## src/rtl/htld_pkg.sv

```systemverilog
// ----------------------------------------------------------------------------
// htld_pkg - shared types and constants for the tree load decoder
// Default sizes, byte codes, mode and status codes, and the queue word.
// ----------------------------------------------------------------------------
package htld_pkg;

  localparam int MAX_NODES_DEF   = 512;
  localparam int STACK_DEPTH_DEF = 256;
  localparam int QUEUE_DEPTH     = 2;

  localparam logic [7:0] BYTE_INTERNAL = 8'h23;
  localparam logic [7:0] BYTE_LEFT     = 8'h30;

  localparam logic [1:0] MODE_LOAD   = 2'd0;
  localparam logic [1:0] MODE_DECODE = 2'd1;
  localparam logic [1:0] MODE_CLEAR  = 2'd2;

  typedef enum logic [2:0] {
    ST_OK          = 3'd0,
    ST_NOT_READY   = 3'd1,
    ST_TABLE_FULL  = 3'd2,
    ST_AFTER_DONE  = 3'd3,
    ST_SINGLE_LEAF = 3'd4
  } status_t;

  typedef enum logic [1:0] {
    OP_NOP,
    OP_LOAD,
    OP_STEP,
    OP_CLEAR
  } op_t;

  // flag: internal node for a load, go left for a step
  typedef struct packed {
    op_t        op;
    logic       flag;
    logic [7:0] data;
  } qword_t;

endpackage

```

## src/rtl/htld_cmd_if.sv

```systemverilog
// ----------------------------------------------------------------------------
// htld_cmd_if - command channel
// Carries one mode and one byte per word, valid/ready handshake.
// ----------------------------------------------------------------------------
interface htld_cmd_if;
  logic       valid;
  logic       ready;
  logic [1:0] mode;
  logic [7:0] in_byte;

  modport source (output valid, output mode, output in_byte, input ready);
  modport sink   (input valid, input mode, input in_byte, output ready);
endinterface

```

## src/rtl/htld_front.sv

```systemverilog
// ----------------------------------------------------------------------------
// htld_front - command intake
// Classifies each command word and holds it in a short queue for the back end.
// ----------------------------------------------------------------------------
module htld_front (
  input  logic            clk,
  input  logic            rst,
  htld_cmd_if.sink        cmd,
  output htld_pkg::qword_t word,
  output logic            word_valid,
  input  logic            word_ready
);
  import htld_pkg::*;

  localparam int AW = (QUEUE_DEPTH > 1) ? $clog2(QUEUE_DEPTH) : 1;
  localparam int FW = $clog2(QUEUE_DEPTH + 1);

  qword_t          entries [QUEUE_DEPTH];
  logic [AW-1:0]   wr_ptr;
  logic [AW-1:0]   rd_ptr;
  logic [FW-1:0]   fill;
  qword_t          classified;
  logic            push;
  logic            pop;

  always_comb begin
    classified.data = cmd.in_byte;
    classified.flag = 1'b0;
    unique case (cmd.mode)
      MODE_LOAD: begin
        classified.op   = OP_LOAD;
        classified.flag = (cmd.in_byte == BYTE_INTERNAL);
      end
      MODE_DECODE: begin
        classified.op   = OP_STEP;
        classified.flag = (cmd.in_byte == BYTE_LEFT);
      end
      MODE_CLEAR: classified.op = OP_CLEAR;
      default:    classified.op = OP_NOP;
    endcase
  end

  assign cmd.ready  = (fill != FW'(QUEUE_DEPTH));
  assign push       = cmd.valid && cmd.ready;
  assign word_valid = (fill != '0);
  assign pop        = word_valid && word_ready;
  assign word       = entries[rd_ptr];

  always_ff @(posedge clk) begin
    if (push) begin
      entries[wr_ptr] <= classified;
    end
  end

  always_ff @(posedge clk) begin
    if (rst) begin
      wr_ptr <= '0;
      rd_ptr <= '0;
      fill   <= '0;
    end else begin
      if (push) begin
        wr_ptr <= (wr_ptr == AW'(QUEUE_DEPTH - 1)) ? '0 : wr_ptr + AW'(1);
      end
      if (pop) begin
        rd_ptr <= (rd_ptr == AW'(QUEUE_DEPTH - 1)) ? '0 : rd_ptr + AW'(1);
      end
      if (push && !pop) begin
        fill <= fill + FW'(1);
      end else if (pop && !push) begin
        fill <= fill - FW'(1);
      end
    end
  end

endmodule

```

## src/flat_wrapper.sv

```systemverilog
// flat-port wrapper written by rule: the top's interface ports become plain ports
module htld_front_flat import htld_pkg::*;
  (clk, rst, word, word_valid, word_ready, cmd_valid, cmd_mode, cmd_in_byte, cmd_ready);
  htld_cmd_if cmd_i ();
  input  logic clk;
  input  logic rst;
  output htld_pkg::qword_t word;
  output logic word_valid;
  input  logic word_ready;
  input wire logic [$bits(cmd_i.valid)-1:0] cmd_valid;
  input wire logic [$bits(cmd_i.mode)-1:0] cmd_mode;
  input wire logic [$bits(cmd_i.in_byte)-1:0] cmd_in_byte;
  output wire logic [$bits(cmd_i.ready)-1:0] cmd_ready;
  assign cmd_i.valid = cmd_valid;
  assign cmd_i.mode = cmd_mode;
  assign cmd_i.in_byte = cmd_in_byte;
  assign cmd_ready = cmd_i.ready;
  htld_front u_core (.clk(clk), .rst(rst), .cmd(cmd_i), .word(word), .word_valid(word_valid), .word_ready(word_ready));
endmodule
```

## config.mk

```make
export PLATFORM = sky130hd
export DESIGN_NAME = htld_front_flat
export DESIGN_NICKNAME = d
export VERILOG_FILES = /design/src/rtl/htld_pkg.sv /design/src/rtl/htld_cmd_if.sv /design/src/rtl/htld_front.sv /design/src/flat_wrapper.sv
export SDC_FILE = /design/constraint.sdc
export NUM_CORES = 1
export LEC_CHECK = 0
export CORE_MARGIN = 1.5
export CORE_UTILIZATION = 45
export CTS_CLUSTER_DIAMETER = 30
export DETAILED_ROUTE_END_ITERATION = 7
export DONT_BUFFER_PORTS = 1
export PLACE_DENSITY = 0.6
export SYNTH_ARGS = -nofsm -noshare
export SYNTH_HDL_FRONTEND = slang
export SYNTH_SLANG_ARGS = --single-unit
```

## constraint.sdc

```tcl
create_clock -name clk -period 2 [get_ports clk]
set_input_delay 0.5 -clock clk [delete_from_list [all_inputs] [get_ports clk]]
set_output_delay 0.5 -clock clk [all_outputs]
set_load 0.02 [all_outputs]
```

==> summary.txt, run 1 <==
Clock tree
  • H-tree depth: 1
  • Clock Root Buffer: clkbuf_4
  • Clock Latency Late Sink: 0.32 ns
  • Clock sinks: 27
  • TritonCTS clock tree: built
  • Inserted Clock Buffers: 3
  • Clock transition at path regs: 0.13 ns
  • Max Root-Sink Buffers: 2
  • Hold-fix buffers at CTS: 0

Yosys
  • Total number of yosys warnings: 0
  • Post-synth EDFFs: 22
  • Syn Inst Count: 71
  • Async SR Flop Fraction: 0%
  • Syn Area/Cell: 15.74 µm²
  • Unique masters post-synth: 20
  • #FFs+latches synth: 27
  • Synthesized cell area: 0.001117 mm²
  • Synth Flop Type: edfxtp_1
  • Register area share after synthesis: roughly two thirds
  • Syn_nets: 90

Pwr
  • Sw frac: 32.57%
  • Power, Total: 1.409 mW
  • Combinational Power Share: between 20% and 30%
  • P_leak: 0.4242 nW
  • Int Power: 0.9499 mW
  • Psw: 0.4588 mW
  • Flop pwr share: 55.2%
  • Clk pwr share: 16.2%
  • Peak supply drop: between 0.0007 and 0.0008 V
  • Power per cell area: between 1000 and 1500 mW/mm²

Worst setup path
  • Worst path max stage delay: just over 0.5 ns
  • Crit path max-delay family: flip-flops
  • Worst Path Required: 1.50 ns
  • CP Cell Sequence: mux2_2
  • Critical path class: register to output pin
  • Crit end category: output pin
  • Buf/Inv on CP: 0
  • Startpoint Class: register
  • Worst Path Max Fanout: 11
  • Crit-path slowest cell: dfxtp_2
  • Arr. time, crit path: 1.25 ns

Timing
  • Skew final: around 0.013 ns
  • Tcrit/Tclk final: slightly below 90%
  • RSZ-0062 raised after global routing: no
  • Worst setup margin: 0.2505 ns
  • F_max: 571.6 MHz
  • Setup TNS: 0 ns
  • Hold_ws: 0.2385 ns
  • Worst-margin pin slew: 0.5107 ns
  • Final Critical Period: 1.749 ns
  • Final Max Tran Viols: 0
  • Slew margin rel.: 65.95%
  • Final count of hold timing violations: 0
  • Setup Viol. Count Final: 0

Run status
  • Outcome: finished clean

Place
  • Port Buffers: 0
  • Worst slack, placed: 0.4133 ns
  • DP Wirelength: 1120 µm
  • RePlAce Congestion: 0.6431
  • Placed cell count: 99
  • Placed Area: roughly 0.0012 mm²

Job
  • MaxCap Viol Count: 0

Die
  • Die X: 52.83 µm
  • Initial Util: 49.09%
  • Placeable Area: 0.002276 mm²
  • Cell Rows: 17
  • # IOs: 27
  • Die Y: 52.83 µm
  • Die area: 0.002791 mm²

Global routing
  • Initial antenna violation count: 0
  • Pin count of the biggest net entering global routing: 15
  • Global-route wire length before repair: 2546 µm
  • Aggregate global routing overflow: 0
  • Tot GR Track Use: 13.18%
  • Vias in the first global route: approximately 560

Finish
  • Post-Route Utilization: 51.95%
  • Share of cells above drive strength 1: 24.00%
  • Final Instance Area: 0.001182 mm²
  • P&R area growth vs syn: 5.823%
  • Fin nets: 95
  • Non-filler cells, final: 103
  • Diode count: 0

Detailed routing
  • First-pass DRT Iterations: 4
  • DRT antenna net count: 0
  • DRC: 0
  • Vias: 548
  • Drt via density: 5.320
  • Initial DRC count: 17
  • WL final: ~1600 µm
  • DR WL/cell: 15.41 µm

Min path
  • Worst hold path class: primary input to register
-- synthesized netlist by cell type (all sizes together), types with 2 or more instances --
| library cell | number | area (µm²) |
|---|---|---|
| edfxtp | 22 | 660.6 |
| mux2 | 11 | 123.9 |
| dfxtp | 5 | 100.1 |
| ha | 5 | 62.56 |
| nor2 | 5 | 18.77 |
| a21oi | 3 | 15.01 |
| inv | 3 | 11.26 |
| xor2 | 3 | 26.28 |
| nor4bb | 2 | 20.02 |
| o21ai | 2 | 10.01 |
-- sequential cells by signal (all words and copies together) (netlist names), named ones only --
register,flops
u_core.fill,2
u_core.entries,22
u_core.rd_ptr,1
u_core.wr_ptr,1
-- routing by layer --
layer	GRT usage [%]	vias up	share of wire (%)
li1	-	271	-
met4	6.410	0	0.88
met1	16.89	255	42
met3	4.571	2	11
met2	19.79	20	46
met5	0	-	0
-- power groups by stage --
stage / Clock (mW) / Combinational [mW] / Sequential, mW
2_1_floorplan: 0 / 0.381 / 0.753
3_3_place_gp: 0 / 0.403 / 0.787
3_5_place_dp: 0 / 0.408 / 0.791
4_1_cts: 0.231 / 0.409 / 0.779
5_1_grt: 0.253 / 0.444 / 0.792
6_report: 0.228 / 0.403 / 0.778
-- worst paths after layout --
check            startpoint              to  slack [ns]  cells after the start
max                register         word[9]        0.25                      1
max reg2reg  u_core.fill[0]  u_core.fill[1]        0.39                      5
min reg2reg  u_core.fill[1]  u_core.fill[1]        0.51                      2
min                     rst        register        0.24                      1
-- area by class of cell --
class / count / area, µm²
Timing Repair Buffer: 1 / 7.507
Sequential cell: 27 / 762.0
Tap cell: 28 / 35.03
Clock buffer: 4 / 26.28
Multi-Input combinational cell: 40 / 340.3
Fill cell: 193 / 1094
Inverter: 3 / 11.26
-- kinds of logic after synthesis --
kind of cell	Yosys count	synth area share, %
AOI/OAI and AO/OA	6	3.135
xor gates and xnor gates	3	2.352
adders and majority gates	5	5.599
buffers and inverters	4	1.455
DFF	27	68.09
muxes	11	11.09
and+or+nand+nor	15	8.289
-- placed cells by master (no fill, tap or decap), types with 2 or more instances in the layout --
master / synthesis / routed
mux2_2: 11 / 11
edfxtp_1: 22 / 22
nor4bb_1: 2 / 2
nor2_1: 5 / 5
xor2_1: 3 / 3
o21ai_0: 2 / 2
clkbuf_4: 0 / 3
a21oi_1: 3 / 3
inv_1: 3 / 3
ha_1: 5 / 5
dfxtp_1: 5 / 4
-- what timing repair did --
| action | CTS | global route |
|---|---|---|
| resized for setup | 0 | 1 |
| endpoints found under the setup margin | 0 | 11 |
| buffers inserted | 0 | 0 |
Power figures use the tool's default switching activity.
==> run 2, diff against run 1 <==
--- a/config.mk
+++ b/config.mk
@@ -5,12 +5,13 @@
 export SDC_FILE = /design/constraint.sdc
 export NUM_CORES = 1
 export LEC_CHECK = 0
+export BUFFER_PORTS_ARGS = -buffer_cell sky130_fd_sc_hd__clkbuf_2
 export CORE_MARGIN = 1.5
-export CORE_UTILIZATION = 45
+export CORE_UTILIZATION = 51
 export CTS_CLUSTER_DIAMETER = 30
 export DETAILED_ROUTE_END_ITERATION = 7
-export DONT_BUFFER_PORTS = 1
-export PLACE_DENSITY = 0.6
+export PLACE_DENSITY = 0.77
+export SKIP_CTS_REPAIR_TIMING = 1
 export SYNTH_ARGS = -nofsm -noshare
 export SYNTH_HDL_FRONTEND = slang
 export SYNTH_SLANG_ARGS = --single-unit
==> run 2 against run 1 <==
Sequential power fell by 3.3%. Combinational power up 32%. Global-route usage increased by 2.5 points. Worst hold slack better by 0.14 ns. First-iteration DRC count shrank 88%. Design area is 12% higher. Utilization grew 13 points. Sequential cell count is the same.
==> summary.txt, run 2 (synthesized netlist as in run 1, its figures left out) <==
Finish
  • Final Instance Area: between 0.001 and 0.0015 mm²
  • Share of cells above drive strength 1: 44.12%
  • Most common cell after layout, fill and taps aside: clkbuf_2
  • Max FFs per register: 22
  • Post-Route Utilization: 65.22%
  • Most flops, register: u_core.entries
  • Commonest cells after routing, fill and taps aside: clkbuf_2, edfxtp_1, mux2_2
  • P&R area growth vs syn: 18.03%
  • Fin nets: 122
  • Non-filler cells, final: 129
  • Top Registers: u_core.entries x22, u_core.fill x2
  • Diode count: 0

Timing
  • Skew final: 0.01090 ns
  • Worst setup margin: between 0.15 and 0.2 ns
  • Tcrit/Tclk final: around 90%
  • F_max: around 550 MHz
  • Final count of hold timing violations: 0
  • RSZ-0062 raised after global routing: no
  • Final Critical Period: between 1.5 and 2 ns
  • Worst-margin pin slew: 0.5367 ns
  • Final Max Tran Viols: 0
  • Setup Viol. Count Final: 0
  • Hold_ws: 0.3789 ns
  • Slew margin rel.: 64.22%
  • Setup TNS: 0 ns

Place
  • Placed cell count: 125
  • Port Buffers: 26
  • Worst slack, placed: ~0.38 ns
  • DP Wirelength: 1225 µm
  • Placed Area: roughly 0.0013 mm²
  • RePlAce Congestion: 0.8010

Worst setup path
  • Crit-path slowest cell: dfxtp_1
  • FF-to-FF Start: u_core.fill[0]
  • Critical path depth in cells: 3
  • Worst path max stage delay: 0.35 ns
  • Worst-case reg-to-reg path depth: 5
  • Worst Path Required: around 1.5 ns
  • Critical path class: register to output pin
  • Buf/Inv on CP: 2
  • Arr. time, crit path: ~1.3 ns
  • Crit end category: output pin
  • Startpoint Class: register
  • CP Cell Sequence: buf_4 -> mux2_2 -> clkbuf_2
  • Worst Path Max Fanout: 6
  • Crit path max-delay family: flip-flops

Clock tree
  • Clock transition at path regs: ~0.14 ns
  • Max Root-Sink Buffers: 2
  • Clock Root Buffer: clkbuf_4
  • Inserted Clock Buffers: 3
  • Clock sinks: 27
  • Clock Latency Late Sink: 0.32 ns
  • TritonCTS clock tree: built
  • H-tree depth: 1

Pwr
  • Peak supply drop: 0.0007148 V
  • Power per cell area: 1146 mW/mm²
  • P_leak: 0.5407 nW
  • Power, Total: 1.511 mW

Min path
  • Worst Min Path Start: cmd_in_byte[7]
  • Worst hold path class: primary input to register
  • Hold depth: 1

Detailed routing
  • DRC: 0
  • DRT antenna net count: 0
  • Drt via density: 5.062
  • First-pass DRT Iterations: 2
  • Vias: 653
  • Initial DRC count: 2
  • DR WL/cell: roughly 13 µm
  • WL final: 1678 µm

Job
  • MaxCap Viol Count: 0

Global routing
  • Tot GR Track Use: 15.63%
  • Global-route wire length before repair: between 2000 and 3000 µm
  • Vias in the first global route: 650
  • Pin count of the biggest net entering global routing: 16
  • Aggregate global routing overflow: 0
  • Initial antenna violation count: 0

Die
  • Die Y: 49.81 µm
  • # IOs: 27
  • Placeable Area: roughly 0.002 mm²
  • Initial Util: 55.26%
  • Die X: 49.81 µm
  • Cell Rows: 16
  • Die area: 0.002481 mm²

Run status
  • Outcome: finished clean
==> run 2: path summary, 6_finish.rpt <==
| path | to | slack (ns) |
|---|---|---|
| max | word[5] | 0.18 |
| min | u_core.entries[1][7] | 0.38 |
| max reg2reg | u_core.fill[1] | 0.39 |
| min reg2reg | u_core.fill[1] | 0.54 |
==> run 2: cell type report <==
| type | count | area, µm² |
|---|---|---|
| Sequential cell | 27 | 760.7 |
| Fill cell | 163 | 703.2 |
| Multi-Input combinational cell | 40 | 340.3 |
| Timing Repair Buffer | 28 | 145.1 |
| Tap cell | 27 | 33.78 |
| Clock buffer | 3 | 22.52 |
| Inverter | 3 | 11.26 |
| Clock inverter | 1 | 5.005 |
==> run 2: power by group <==
part | switching, mW | internal (mW)
logic | 0.304 | 0.230
clock network | 0.151 | 0.0747
registers | 0.0404 | 0.711
total | 0.495 | 1.02
==> run 2: per-layer routing <==
| metal | wire length (µm) | share of wire [%] | track usage [%] |
|---|---|---|---|
| met5 | 0 | 0 | 0 |
| met3 | 67 | 4.0 | 3.030 |
| met2 | 829 | 49 | 25.56 |
| met4 | 21 | 1.3 | 8.333 |
| met1 | 760 | 45 | 19.55 |
==> run 3, diff against run 2 <==
==> constraint.sdc (replaced) <==
create_clock -name clk -period 1.9 [get_ports clk]
set_input_delay 0.475 -clock clk [delete_from_list [all_inputs] [get_ports clk]]
set_output_delay 0.475 -clock clk [all_outputs]
set_load 0.02 [all_outputs]
==> run 3 against run 2 <==
Count of clock-buffer cells in the layout grew 1. Largest power group unchanged. Power rose by 4.9%. Design area about the same. Clock skew is 0.0080 ns lower. Via count increased by 0.77%. Wire length fell by 1.1%. Cell count did not move. Die area unchanged.
==> summary.txt, run 3 (synthesized netlist as in run 1, its figures left out) <==
Run status
  • Outcome: finished clean

Worst setup path
  • Arr. time, crit path: about 1.3 ns
  • Crit end category: output pin
  • Worst setup path end: word[4]
  • FF-to-FF Start: u_core.fill[0]
  • Worst-case reg-to-reg path depth: 5
  • Worst Path Max Fanout: 6
  • Worst Path Required: approximately 1.4 ns
  • Startpoint Class: register
  • Critical path class: register to output pin
  • Reg2reg end: u_core.fill[1]
  • Reg2Reg Setup Slack: 0.27 ns

Finish
  • Commonest cells after routing, fill and taps aside: clkbuf_2, edfxtp_1, mux2_2
  • Diode count: 0
  • Max FFs per register: 22
  • Most common cell after layout, fill and taps aside: clkbuf_2
  • P&R area growth vs syn: 17.92%
  • Most flops, register: u_core.entries
  • Fin nets: 122
  • Share of cells above drive strength 1: 43.14%
  • Non-filler cells, final: 129
  • Post-Route Utilization: 65.16%
  • Top Registers: u_core.entries x22, u_core.fill x2

Global routing
  • Pin count of the biggest net entering global routing: 15
  • Vias in the first global route: 655
  • Tot GR Track Use: 15.59%
  • Aggregate global routing overflow: 0
  • Global-route wire length before repair: 2856 µm
  • Initial antenna violation count: 0

Die
  • Die Y: around 50 µm
  • Cell Rows: 16
  • # IOs: 27
  • Placeable Area: 0.002022 mm²
  • Initial Util: ~55%
  • Die X: about 50 µm
  • Die area: 0.002481 mm²

Detailed routing
  • DR WL/cell: 12.86 µm
  • Initial DRC count: 3
  • Drt via density: 5.101
  • DRC: 0
  • First-pass DRT Iterations: 4
  • Vias: approximately 660
  • WL final: 1659 µm
  • DRT antenna net count: 0

Pwr
  • Combinational Power Share: a little over a third
  • Sw frac: around a third
  • Int Power: 1.072 mW
  • Clk pwr share: 14.8%
  • Power, Total: 1.584 mW
  • Power per cell area: 1202 mW/mm²
  • Peak supply drop: roughly 0.00063 V
  • Psw: 0.5119 mW
  • P_leak: ~0.54 nW
  • Flop pwr share: 49.8%

Job
  • MaxCap Viol Count: 0

Clock tree
  • Clock sinks: 27
  • Clock Latency Late Sink: about 0.31 ns
  • Clock Root Buffer: clkbuf_4
  • TritonCTS clock tree: built
  • H-tree depth: 1
  • Clock transition at path regs: 0.13 ns
  • Max Root-Sink Buffers: 2
  • Inserted Clock Buffers: 3

Place
  • Worst slack, placed: 0.2916 ns
  • RePlAce Congestion: about 0.80
  • Port Buffers: 26
  • DP Wirelength: between 1000 and 1500 µm
  • Placed cell count: 125

Timing
  • Final Critical Period: around 1.8 ns
  • Worst setup margin: 0.1174 ns
  • F_max: 561.0 MHz
  • Slew margin rel.: a little over three fifths
  • Worst-margin pin slew: 0.5560 ns
  • Setup Viol. Count Final: 0
  • Tcrit/Tclk final: 93.82%
  • Skew final: 0.002921 ns
  • Setup TNS: 0 ns
  • Final Max Tran Viols: 0
  • RSZ-0062 raised after global routing: no
  • Final count of hold timing violations: 0

Min path
  • Worst hold path class: primary input to register
  • Worst Min Path Start: cmd_in_byte[7]
## run 3: layout make-up
type	count	area [µm²]
fillers	164	704.4
multi-input cells	40	340.3
flip-flops and latches	27	760.7
well taps	27	33.78
repair buffers	28	145.1
clock buffers	4	26.28
inverters	3	11.26
## run 3: worst max-delay path, stage by stage, from the launching register on
cell and delay (ns):
dfxtp_1 0.35, buf_4 0.16, mux2_2 0.34, clkbuf_2 0.15
## run 3: metrics by stage
stage | hold WS, ns | area [µm²]
final | 0.3652 | 1318
after CTS | 0.3603 | 1318
after global routing | 0.3529 | 1318
after detailed placement | 0.4911 | 1291
after floorplan | 0.4705 | 1117
after global placement | 0.4906 | 1291
## run 3: worst min path at each step
stage                            to  slack (ns)  cells past startpoint
6_report       u_core.entries[1][7]        0.37                      1
3_5_place_dp               register        0.49                      2
4_1_cts        u_core.entries[0][5]        0.36                      1
2_1_floorplan        u_core.fill[1]        0.47                      2
5_1_grt        u_core.entries[0][7]        0.35                      1
3_3_place_gp         u_core.fill[1]        0.49                      2
## run 3: power groups by stage
stage	clock network, mW	registers [mW]	logic, mW
after detailed placement	0	0.803	0.565
after global routing	0.261	0.803	0.612
after CTS	0.239	0.790	0.568
after floorplan	0	0.792	0.401
final	0.234	0.790	0.561
after global placement	0	0.799	0.554
## run 3: metal layers
layer / GRT usage [%] / wire length (µm)
met4: 6.944 / 19
met1: 19.22 / 717
met2: 26.44 / 852
met3: 3.030 / 71
met5: 0 / 0
